[src/design/ilb_pkg.sv]
// shared types and constants for the indexed list buffer
// command and status codes, controller state, controller/datapath link structs
// no dependencies
`timescale 1ns / 1ps

package ilb_pkg;

	typedef enum logic [2:0] {
		CMD_APPEND = 3'd0,
		CMD_READ   = 3'd1,
		CMD_WRITE  = 3'd2,
		CMD_INSERT = 3'd3,
		CMD_REMOVE = 3'd4,
		CMD_CLEAR  = 3'd5
	} cmd_t;

	localparam logic [1:0] ST_OK    = 2'd0;
	localparam logic [1:0] ST_RANGE = 2'd1;
	localparam logic [1:0] ST_FULL  = 2'd2;

	localparam int FieldCmdW   = 3;
	localparam int FieldIdxW   = 6;
	localparam int FieldValW   = 32;
	localparam int FieldLenW   = 7;
	localparam int FieldStatW  = 2;

	typedef enum logic [6:0] {
		S_IDLE   = 7'b0000001,
		S_EXEC   = 7'b0000010,
		S_CAPT   = 7'b0000100,
		S_SHIFT  = 7'b0001000,
		S_DRAIN  = 7'b0010000,
		S_COMMIT = 7'b0100000,
		S_FIN    = 7'b1000000
	} state_t;

	// commands from controller to datapath
	typedef struct packed {
		logic load;
		logic exec;
		logic step;
		logic commit;
		logic publish;
	} ctl_t;

	// status from datapath to controller
	typedef struct packed {
		logic [FieldCmdW-1:0] cmd;
		logic                 ok;
		logic                 shift_done;
		logic                 out_free;
	} sts_t;

endpackage

[src/design/ilb_ctrl.sv]
// sequencing controller for the indexed list buffer
// walks each request through execute and result states, with a capture state for read and
// shift, drain and commit states for insert and remove; depends on ilb_pkg
`timescale 1ns / 1ps

module ilb_ctrl (
	input  logic          clk,
	input  logic          arst_n,
	input  logic          in_valid,
	output logic          in_stall,
	input  ilb_pkg::sts_t sts,
	output ilb_pkg::ctl_t ctl
);

	ilb_pkg::state_t state_q;
	ilb_pkg::state_t state_d;

	always_comb begin
		state_d     = state_q;
		ctl         = '0;
		case (state_q)
			ilb_pkg::S_IDLE: begin
				if (in_valid) begin
					ctl.load = 1'b1;
					state_d  = ilb_pkg::S_EXEC;
				end
			end
			ilb_pkg::S_EXEC: begin
				ctl.exec = 1'b1;
				if (!sts.ok) begin
					state_d = ilb_pkg::S_FIN;
				end else begin
					case (ilb_pkg::cmd_t'(sts.cmd))
						ilb_pkg::CMD_READ:   state_d = ilb_pkg::S_CAPT;
						ilb_pkg::CMD_INSERT: state_d = ilb_pkg::S_SHIFT;
						ilb_pkg::CMD_REMOVE: state_d = ilb_pkg::S_SHIFT;
						default:             state_d = ilb_pkg::S_FIN;
					endcase
				end
			end
			ilb_pkg::S_CAPT: begin
				state_d = ilb_pkg::S_FIN;
			end
			ilb_pkg::S_SHIFT: begin
				if (sts.shift_done) begin
					state_d = ilb_pkg::S_DRAIN;
				end else begin
					ctl.step = 1'b1;
				end
			end
			ilb_pkg::S_DRAIN: begin
				// no move write here; the last moved word was written while still in the shift state
				state_d = ilb_pkg::S_COMMIT;
			end
			ilb_pkg::S_COMMIT: begin
				ctl.commit = 1'b1;
				state_d    = ilb_pkg::S_FIN;
			end
			ilb_pkg::S_FIN: begin
				if (sts.out_free) begin
					ctl.publish = 1'b1;
					state_d     = ilb_pkg::S_IDLE;
				end
			end
			default: begin
				state_d = ilb_pkg::S_IDLE;
			end
		endcase
	end

	always_ff @(posedge clk or negedge arst_n) begin
		if (!arst_n) begin
			state_q <= ilb_pkg::S_IDLE;
		end else begin
			state_q <= state_d;
		end
	end

	assign in_stall = (state_q != ilb_pkg::S_IDLE);

	// a failing request never reaches the shift states
	a_err_no_shift: assert property (@(posedge clk) disable iff (!arst_n)
		(ctl.exec && !sts.ok) |=> (state_q == ilb_pkg::S_FIN))
		else $error("failing request left the result path");

	// shifting only happens for insert or remove
	a_shift_cmd: assert property (@(posedge clk) disable iff (!arst_n)
		ctl.step |-> (sts.cmd == ilb_pkg::CMD_INSERT || sts.cmd == ilb_pkg::CMD_REMOVE))
		else $error("shift step for a command that does not shift");

	// a result is published only into a free output register
	a_pub_free: assert property (@(posedge clk) disable iff (!arst_n)
		ctl.publish |-> sts.out_free)
		else $error("result published over a pending one");

endmodule

[src/design/ilb_dpath.sv]
// datapath for the indexed list buffer: word store, length, shift pointer,
// move pipeline and result register
// depends on ilb_pkg
`timescale 1ns / 1ps

module ilb_dpath #(
	parameter int DEPTH = 64
) (
	input  logic                             clk,
	input  logic                             arst_n,
	input  ilb_pkg::ctl_t                    ctl,
	output ilb_pkg::sts_t                    sts,
	input  logic [ilb_pkg::FieldCmdW-1:0]    cmd,
	input  logic [ilb_pkg::FieldIdxW-1:0]    index,
	input  logic [ilb_pkg::FieldValW-1:0]    value,
	output logic                             out_valid,
	input  logic                             out_stall,
	output logic [ilb_pkg::FieldValW-1:0]    read_value,
	output logic [ilb_pkg::FieldStatW-1:0]   status,
	output logic [ilb_pkg::FieldLenW-1:0]    length,
	output logic                             is_empty
);

	localparam int AW = (DEPTH > 1) ? $clog2(DEPTH) : 1;
	localparam int CW = $clog2(DEPTH + 1);
	localparam int XW = CW + ilb_pkg::FieldIdxW;

	logic [ilb_pkg::FieldValW-1:0] mem [DEPTH];

	logic [ilb_pkg::FieldCmdW-1:0]  cmd_q;
	logic [ilb_pkg::FieldIdxW-1:0]  idx_q;
	logic [ilb_pkg::FieldValW-1:0]  val_q;
	logic [ilb_pkg::FieldValW-1:0]  rv_q;
	logic [ilb_pkg::FieldStatW-1:0] st_q;
	logic [CW-1:0]                  cnt_q;
	logic [CW-1:0]                  ptr_q;
	logic                           cap_s1;
	logic                           mv_vld_s1;
	logic [AW-1:0]                  mv_dst_s1;
	logic [ilb_pkg::FieldValW-1:0]  rdata_s1;

	logic                           out_valid_q;
	logic [ilb_pkg::FieldValW-1:0]  read_value_q;
	logic [ilb_pkg::FieldStatW-1:0] status_q;
	logic [ilb_pkg::FieldLenW-1:0]  length_q;
	logic                           is_empty_q;

	logic [XW-1:0]                  idx_ext;
	logic [XW-1:0]                  cnt_ext;
	logic [CW-1:0]                  ptr_m1;
	logic                           in_range;
	logic                           full;
	logic                           is_ins;
	logic                           is_rd;
	logic [ilb_pkg::FieldStatW-1:0] st_c;
	logic                           ok_c;

	logic                           cmd_we;
	logic [AW-1:0]                  cmd_waddr;
	logic                           mem_we;
	logic [AW-1:0]                  mem_waddr;
	logic [ilb_pkg::FieldValW-1:0]  mem_wdata;
	logic                           mem_re;
	logic [AW-1:0]                  mem_raddr;

	assign idx_ext  = {{CW{1'b0}}, idx_q};
	assign cnt_ext  = {{ilb_pkg::FieldIdxW{1'b0}}, cnt_q};
	assign ptr_m1   = ptr_q - CW'(1);
	assign in_range = (idx_ext < cnt_ext);
	assign full     = (cnt_q == CW'(DEPTH));
	assign is_ins   = (cmd_q == ilb_pkg::CMD_INSERT);
	assign is_rd    = (cmd_q == ilb_pkg::CMD_READ) || (cmd_q == ilb_pkg::CMD_REMOVE);

	always_comb begin
		case (ilb_pkg::cmd_t'(cmd_q))
			ilb_pkg::CMD_APPEND: st_c = full ? ilb_pkg::ST_FULL : ilb_pkg::ST_OK;
			ilb_pkg::CMD_READ,
			ilb_pkg::CMD_WRITE,
			ilb_pkg::CMD_REMOVE: st_c = in_range ? ilb_pkg::ST_OK : ilb_pkg::ST_RANGE;
			ilb_pkg::CMD_INSERT: begin
				if (!in_range) st_c = ilb_pkg::ST_RANGE;
				else if (full) st_c = ilb_pkg::ST_FULL;
				else           st_c = ilb_pkg::ST_OK;
			end
			default:             st_c = ilb_pkg::ST_OK;
		endcase
	end

	assign ok_c = (st_c == ilb_pkg::ST_OK);

	// store port selection; move writes only occur in shift cycles
	always_comb begin
		cmd_we    = 1'b0;
		cmd_waddr = idx_ext[AW-1:0];
		mem_re    = 1'b0;
		mem_raddr = idx_ext[AW-1:0];
		if (ctl.exec && ok_c) begin
			case (ilb_pkg::cmd_t'(cmd_q))
				ilb_pkg::CMD_APPEND: begin
					cmd_we    = 1'b1;
					cmd_waddr = cnt_q[AW-1:0];
				end
				ilb_pkg::CMD_WRITE:  cmd_we = 1'b1;
				ilb_pkg::CMD_READ:   mem_re = 1'b1;
				ilb_pkg::CMD_REMOVE: mem_re = 1'b1;
				default: ;
			endcase
		end
		if (ctl.step) begin
			mem_re    = 1'b1;
			mem_raddr = is_ins ? ptr_m1[AW-1:0] : ptr_q[AW-1:0];
		end
		if (ctl.commit && is_ins) begin
			cmd_we = 1'b1;
		end
	end

	assign mem_we    = cmd_we || mv_vld_s1;
	assign mem_waddr = mv_vld_s1 ? mv_dst_s1 : cmd_waddr;
	assign mem_wdata = mv_vld_s1 ? rdata_s1 : val_q;

	always_ff @(posedge clk) begin
		if (mem_we) begin
			mem[mem_waddr] <= mem_wdata;
		end
		if (mem_re) begin
			rdata_s1 <= mem[mem_raddr];
		end
	end

	always_ff @(posedge clk or negedge arst_n) begin
		if (!arst_n) begin
			cnt_q       <= '0;
			cap_s1      <= 1'b0;
			mv_vld_s1   <= 1'b0;
			out_valid_q <= 1'b0;
		end else begin
			cap_s1    <= ctl.exec && ok_c && is_rd;
			mv_vld_s1 <= ctl.step;
			if (ctl.exec && ok_c) begin
				case (ilb_pkg::cmd_t'(cmd_q))
					ilb_pkg::CMD_APPEND: cnt_q <= cnt_q + CW'(1);
					ilb_pkg::CMD_CLEAR:  cnt_q <= '0;
					default: ;
				endcase
			end
			if (ctl.commit) begin
				cnt_q <= is_ins ? cnt_q + CW'(1) : cnt_q - CW'(1);
			end
			if (ctl.publish) begin
				out_valid_q <= 1'b1;
			end else if (!out_stall) begin
				out_valid_q <= 1'b0;
			end
		end
	end

	always_ff @(posedge clk) begin
		if (ctl.load) begin
			cmd_q <= cmd;
			idx_q <= index;
			val_q <= value;
			rv_q  <= '0;
		end
		if (cap_s1) begin
			rv_q <= rdata_s1;
		end
		if (ctl.exec) begin
			st_q <= st_c;
			// insert walks the destination down from the end, remove walks the source up
			ptr_q <= is_ins ? cnt_q : idx_ext[CW-1:0] + CW'(1);
		end
		if (ctl.step) begin
			ptr_q     <= is_ins ? ptr_m1 : ptr_q + CW'(1);
			mv_dst_s1 <= is_ins ? ptr_q[AW-1:0] : ptr_m1[AW-1:0];
		end
		if (ctl.publish) begin
			read_value_q <= rv_q;
			status_q     <= st_q;
			length_q     <= cnt_ext[ilb_pkg::FieldLenW-1:0];
			is_empty_q   <= (cnt_q == '0);
		end
	end

	assign sts.cmd        = cmd_q;
	assign sts.ok         = ok_c;
	assign sts.shift_done = (ptr_q == (is_ins ? idx_ext[CW-1:0] : cnt_q));
	assign sts.out_free   = !out_valid_q || !out_stall;

	assign out_valid  = out_valid_q;
	assign read_value = read_value_q;
	assign status     = status_q;
	assign length     = length_q;
	assign is_empty   = is_empty_q;

	a_cnt_bound: assert property (@(posedge clk) disable iff (!arst_n)
		cnt_q <= CW'(DEPTH))
		else $error("length above store depth");

	a_port_clash: assert property (@(posedge clk) disable iff (!arst_n)
		!(mv_vld_s1 && cmd_we))
		else $error("move write collides with a request write");

	a_err_stable: assert property (@(posedge clk) disable iff (!arst_n)
		(ctl.exec && !ok_c) |=> $stable(cnt_q))
		else $error("failing request changed the length");

endmodule

[src/design/indexed_list_buffer_top.sv]
// top level of the indexed list buffer: ordered list of 32-bit words
// instantiates ilb_ctrl and ilb_dpath, depends on ilb_pkg
//
//   channel | valid     | stall     | payload
//   in      | in_valid  | in_stall  | cmd, index, value
//   out     | out_valid | out_stall | read_value, status, length, is_empty
//
// one request at a time; append, write, clear, unused codes and failing requests publish
// after the execute state, read after a capture state, insert and remove after shifting
// n entries (up to DEPTH-1) one word a cycle through the single read and single write port
// of the store, then drain and commit; the next request is taken once back in idle
// reset clears the length and control state; store contents stay undefined until written
// a stalled result holds the next request in its final state until the register frees
`timescale 1ns / 1ps

module indexed_list_buffer_top #(
	parameter int DEPTH = 64
) (
	input  logic                           clk,
	input  logic                           arst_n,
	input  logic                           in_valid,
	output logic                           in_stall,
	input  logic [ilb_pkg::FieldCmdW-1:0]  cmd,
	input  logic [ilb_pkg::FieldIdxW-1:0]  index,
	input  logic [ilb_pkg::FieldValW-1:0]  value,
	output logic                           out_valid,
	input  logic                           out_stall,
	output logic [ilb_pkg::FieldValW-1:0]  read_value,
	output logic [ilb_pkg::FieldStatW-1:0] status,
	output logic [ilb_pkg::FieldLenW-1:0]  length,
	output logic                           is_empty
);

	ilb_pkg::ctl_t ctl;
	ilb_pkg::sts_t sts;

	ilb_ctrl u_ctrl (
		.clk      (clk),
		.arst_n   (arst_n),
		.in_valid (in_valid),
		.in_stall (in_stall),
		.sts      (sts),
		.ctl      (ctl)
	);

	ilb_dpath #(
		.DEPTH (DEPTH)
	) u_dpath (
		.clk        (clk),
		.arst_n     (arst_n),
		.ctl        (ctl),
		.sts        (sts),
		.cmd        (cmd),
		.index      (index),
		.value      (value),
		.out_valid  (out_valid),
		.out_stall  (out_stall),
		.read_value (read_value),
		.status     (status),
		.length     (length),
		.is_empty   (is_empty)
	);

endmodule
[config.mk]
export PLATFORM = sky130hd
export DESIGN_NAME = indexed_list_buffer_top
export DESIGN_NICKNAME = d
export VERILOG_FILES = /design/src/design/ilb_pkg.sv /design/src/design/ilb_ctrl.sv /design/src/design/ilb_dpath.sv /design/src/design/indexed_list_buffer_top.sv
export SDC_FILE = /design/constraint.sdc
export NUM_CORES = 2
export LEC_CHECK = 0
export BUFFER_PORTS_ARGS = -buffer_cell sky130_fd_sc_hd__buf_2
export CORE_UTILIZATION = 60
export CTS_BUF_LIST = sky130_fd_sc_hd__clkbuf_8
export DETAILED_ROUTE_END_ITERATION = 8
export PLACE_DENSITY_LB_ADDON = 0.2
export SLEW_MARGIN = 5
export SYNTH_ARGS = -nofsm -noshare
export SYNTH_HDL_FRONTEND = slang
export SYNTH_HIERARCHICAL = 1
export SYNTH_SLANG_ARGS = --single-unit
[constraint.sdc]
create_clock -name clk -period 9.01 [get_ports clk]
set_clock_uncertainty 0.15 [all_clocks]
set_input_delay 0.4505 -clock clk [delete_from_list [all_inputs] [get_ports clk]]
set_output_delay 0.4505 -clock clk [all_outputs]
set_load 0.05 [all_outputs]
==> metrics.yaml <==
outcome: "completed"
std_cell_rows: 138
core-area_mm2: 0.142
drc: 0
h-tree-depth: 5
syn2layout_area_growth_pct: 11.9
die_y_um: 381
path_clk_slew_ps: 60
critPathKind: "reg2reg"
grt_usage: 0.311
syn_inst: 4435
die-area_mm2: 0.146
setup_viol: 0
post_cts_buffers: 0
yosys_warnings: 6
vias_per_cell: 6.70
min_path_cells: 2
ys_seq_area_frac: 0.773
rr_endpoint: "u_dpath/rdata_s1[8]"
wl_mm: 224
clkLatencyLatePin_ps: 1030
grt_pass1_wl_mm: 320
grt_pass1_vias: 45800
fill_cells: 8966
tritoncts: "yes"
cp-end-kind: "register"
r2r_start: "u_dpath/cmd_q[2]"
cts_buffers: 356
path_delay_family: "simple AND/OR/NAND/NOR gates"
first_iter_violations: 6199
yosysMostFrequentCell: "edfxtp_1"
cts_hold_buf: 79
worst_ep_arrival_time_ps: 7620
fin_crit_ps: 7000
tightest_slew_ps: 1320
gp_congestion: 0.863
ys_ff_latch: 2227
port_buffers: 88
vdd_drop_max_mv: 0.221
ff2ff_path_depth: 14
drive_gt1_frac: 0.232
overflow: 0
clock_sinks: 2227
pwr-share-seq: 0.511
nNetsFinal: 4889
period_share: 0.776
max_stage_delay_ps: 830
die_w_um: 381
path_cells: "nand3b_1 -> o21ai_0 -> xor2_1 -> nand4_1 -> nor3_1 -> and4bb_4 -> buf_4 -> or2_2 -> and2_4 -> buf_12 -> mux4_2 -> a22oi_1 -> nand3_1 -> and4_1"
syn_area_mm2: 0.0864
async_flop_share: 0.00763
startpoint_type: "register"
hp-class: "in2reg"
hold_end: "u_dpath/idx_q[5]"
synth_edf_count: 2210
ys_types: 72
ioPinCount: 89
r2r_slack_ps: 2010
firstDrtPassIters: 6
crit_path_top_delay_cell: "and4bb_4"
drv_cap: 0
hold_start: "index[5]"
start_util: 0.607
synth_top_area_frac: 0.768
worstPathMaxFanout: 110
finalHoldViolations: 0
p_total_mw: 24.2
swShare: 0.280
antenna_found_initial: 16
syn_avg_cell_area_um2: 19.5
cellInternalPower_mw: 17.4
drv_slew: 0
ys_top_cells_by_area: "edfxtp_1 77%, mux4_2 11%, a22oi_1 1.8%, nand2_1 1.4%, nand3_1 1.3%"
pwr-share-clk: 0.310
vias: 46800
cts-resized-gates: 0
post_drt_wl_per_cell_um: 32.2
clock_path_buffers: 4
synth_top_area_cell: "edfxtp_1"
fmax_mhz: 143
rsz0062_at_grt: "false"
synth_common_cells: "2210 x edfxtp_1, 411 x mux4_2, 323 x nand2_1, 219 x nand3_1, 203 x a22oi_1"
crit_required_ps: 9630
cp.buffers_inverters: 2
dpl.hpwl_mm: 121
leakagePower_nw: 30.9
root_buffer: "clkbuf_8"
synth-main-ff-cell: "edfxtp_1"
switchingPower_mw: 6.77
fin_tns_setup_ps: 0
combPwrFrac: 0.179
synth_nets: 4491
power_density_mw_per_mm2: 250
drtAntennaViolNets: 0
grt_max_degree: 111
fin_util: 0.680
slew_headroom: 0.118
worst max-delay path by stage:
stage,startpoint,to,slack [ps],depth (start not counted)
after floorplan,u_ctrl/state_q[5],u_dpath/mem[30][0],3880,10
after global placement,u_dpath/cmd_q[2],u_dpath/rdata_s1[22],1970,14
after detailed placement,u_dpath/cmd_q[2],u_dpath/rdata_s1[22],2010,14
after CTS,u_dpath/cmd_q[2],u_dpath/rdata_s1[22],2060,14
after global routing,u_dpath/cmd_q[2],u_dpath/rdata_s1[22],1560,13
final,u_dpath/cmd_q[2],u_dpath/rdata_s1[8],2010,14
power groups by stage:
stage / Combinational [mW] / Clock, mW / Sequential (mW)
2_1_floorplan: 2.76 / 0 / 12.5
3_3_place_gp: 4.19 / 0 / 12.5
4_1_cts: 4.30 / 7.59 / 12.3
3_5_place_dp: 4.27 / 0 / 12.5
6_report: 4.31 / 7.50 / 12.3
5_1_grt: 4.55 / 8.02 / 12.3
state kept, by name (all words and copies together), names as in the netlist, 32 cells and up:
name and cells:
u_dpath/rv_q 32, u_dpath/read_value 32, u_dpath/val_q 32, u_dpath/rdata_s1 32, u_dpath/mem 2048
cells by family after synthesis:
kind of cell | share of synthesized area
flops | 0.773
xor+xnor | 0.00295
buf+inv | 0.0145
compound gates | 0.0412
fa+ha+maj | 0.00159
simple gates | 0.0498
mux | 0.117
cell type report:
| class | count | area, um2 | share of cell area |
|---|---|---|---|
| multi-input cells | 1922 | 18900 | 0.195 |
| diodes | 26 | 65.1 | 0.000673 |
| flip-flops and latches | 2227 | 66800 | 0.691 |
| clock buffers | 363 | 5000 | 0.0517 |
| repair buffers | 308 | 2540 | 0.0263 |
| well taps | 1890 | 2360 | 0.0245 |
| clock inverters | 225 | 957 | 0.00990 |
| inverters | 18 | 70.1 | 0.000725 |
stage by stage:
stage                     setup WS, ps  instances  area (um2)  hold slack [ps]
final                             2010       6979       96700             65.5
after CTS                         2060       6953       96600             1.68
after floorplan                   3880       4435       86400             4.91
after global placement            1970       6286       89900              250
after detailed placement          2010       6286       89900              255
after global routing              1560       6963       96600             37.0
metal layers:
metal  track usage  up-vias  share of wire
met2         0.477     2939           0.47
met1         0.429    24200           0.37
met4         0.162        4          0.050
li1              -    19100              -
met5             0        -        0.00012
met3        0.0622      519           0.11
placed cells by master (no fill, tap or decap), drive strengths merged, types with 8 or more instances in the layout:
cell | synthesis | routed
nand2 | 324 | 324
a211o | 8 | 8
a31o | 8 | 8
nand4 | 40 | 40
a32oi | 45 | 45
dfrtp | 16 | 16
a31oi | 26 | 26
a21oi | 101 | 101
clkinv | 0 | 91
xnor2 | 14 | 14
buf | 97 | 229
o21ai | 31 | 31
clkbuf | 171 | 363
xor2 | 13 | 13
nor3 | 20 | 20
mux2 | 34 | 34
mux4 | 411 | 411
and3 | 52 | 52
and2 | 43 | 43
nor2 | 132 | 132
a2111oi | 21 | 21
a22oi | 203 | 203
inv | 18 | 146
diode | 0 | 26
ha | 11 | 11
and4 | 31 | 31
a211oi | 16 | 16
mux2i | 46 | 46
edfxtp | 2210 | 2210
dlygate4sd3 | 0 | 79
nand3 | 219 | 219
Power figures use the tool's default switching activity.
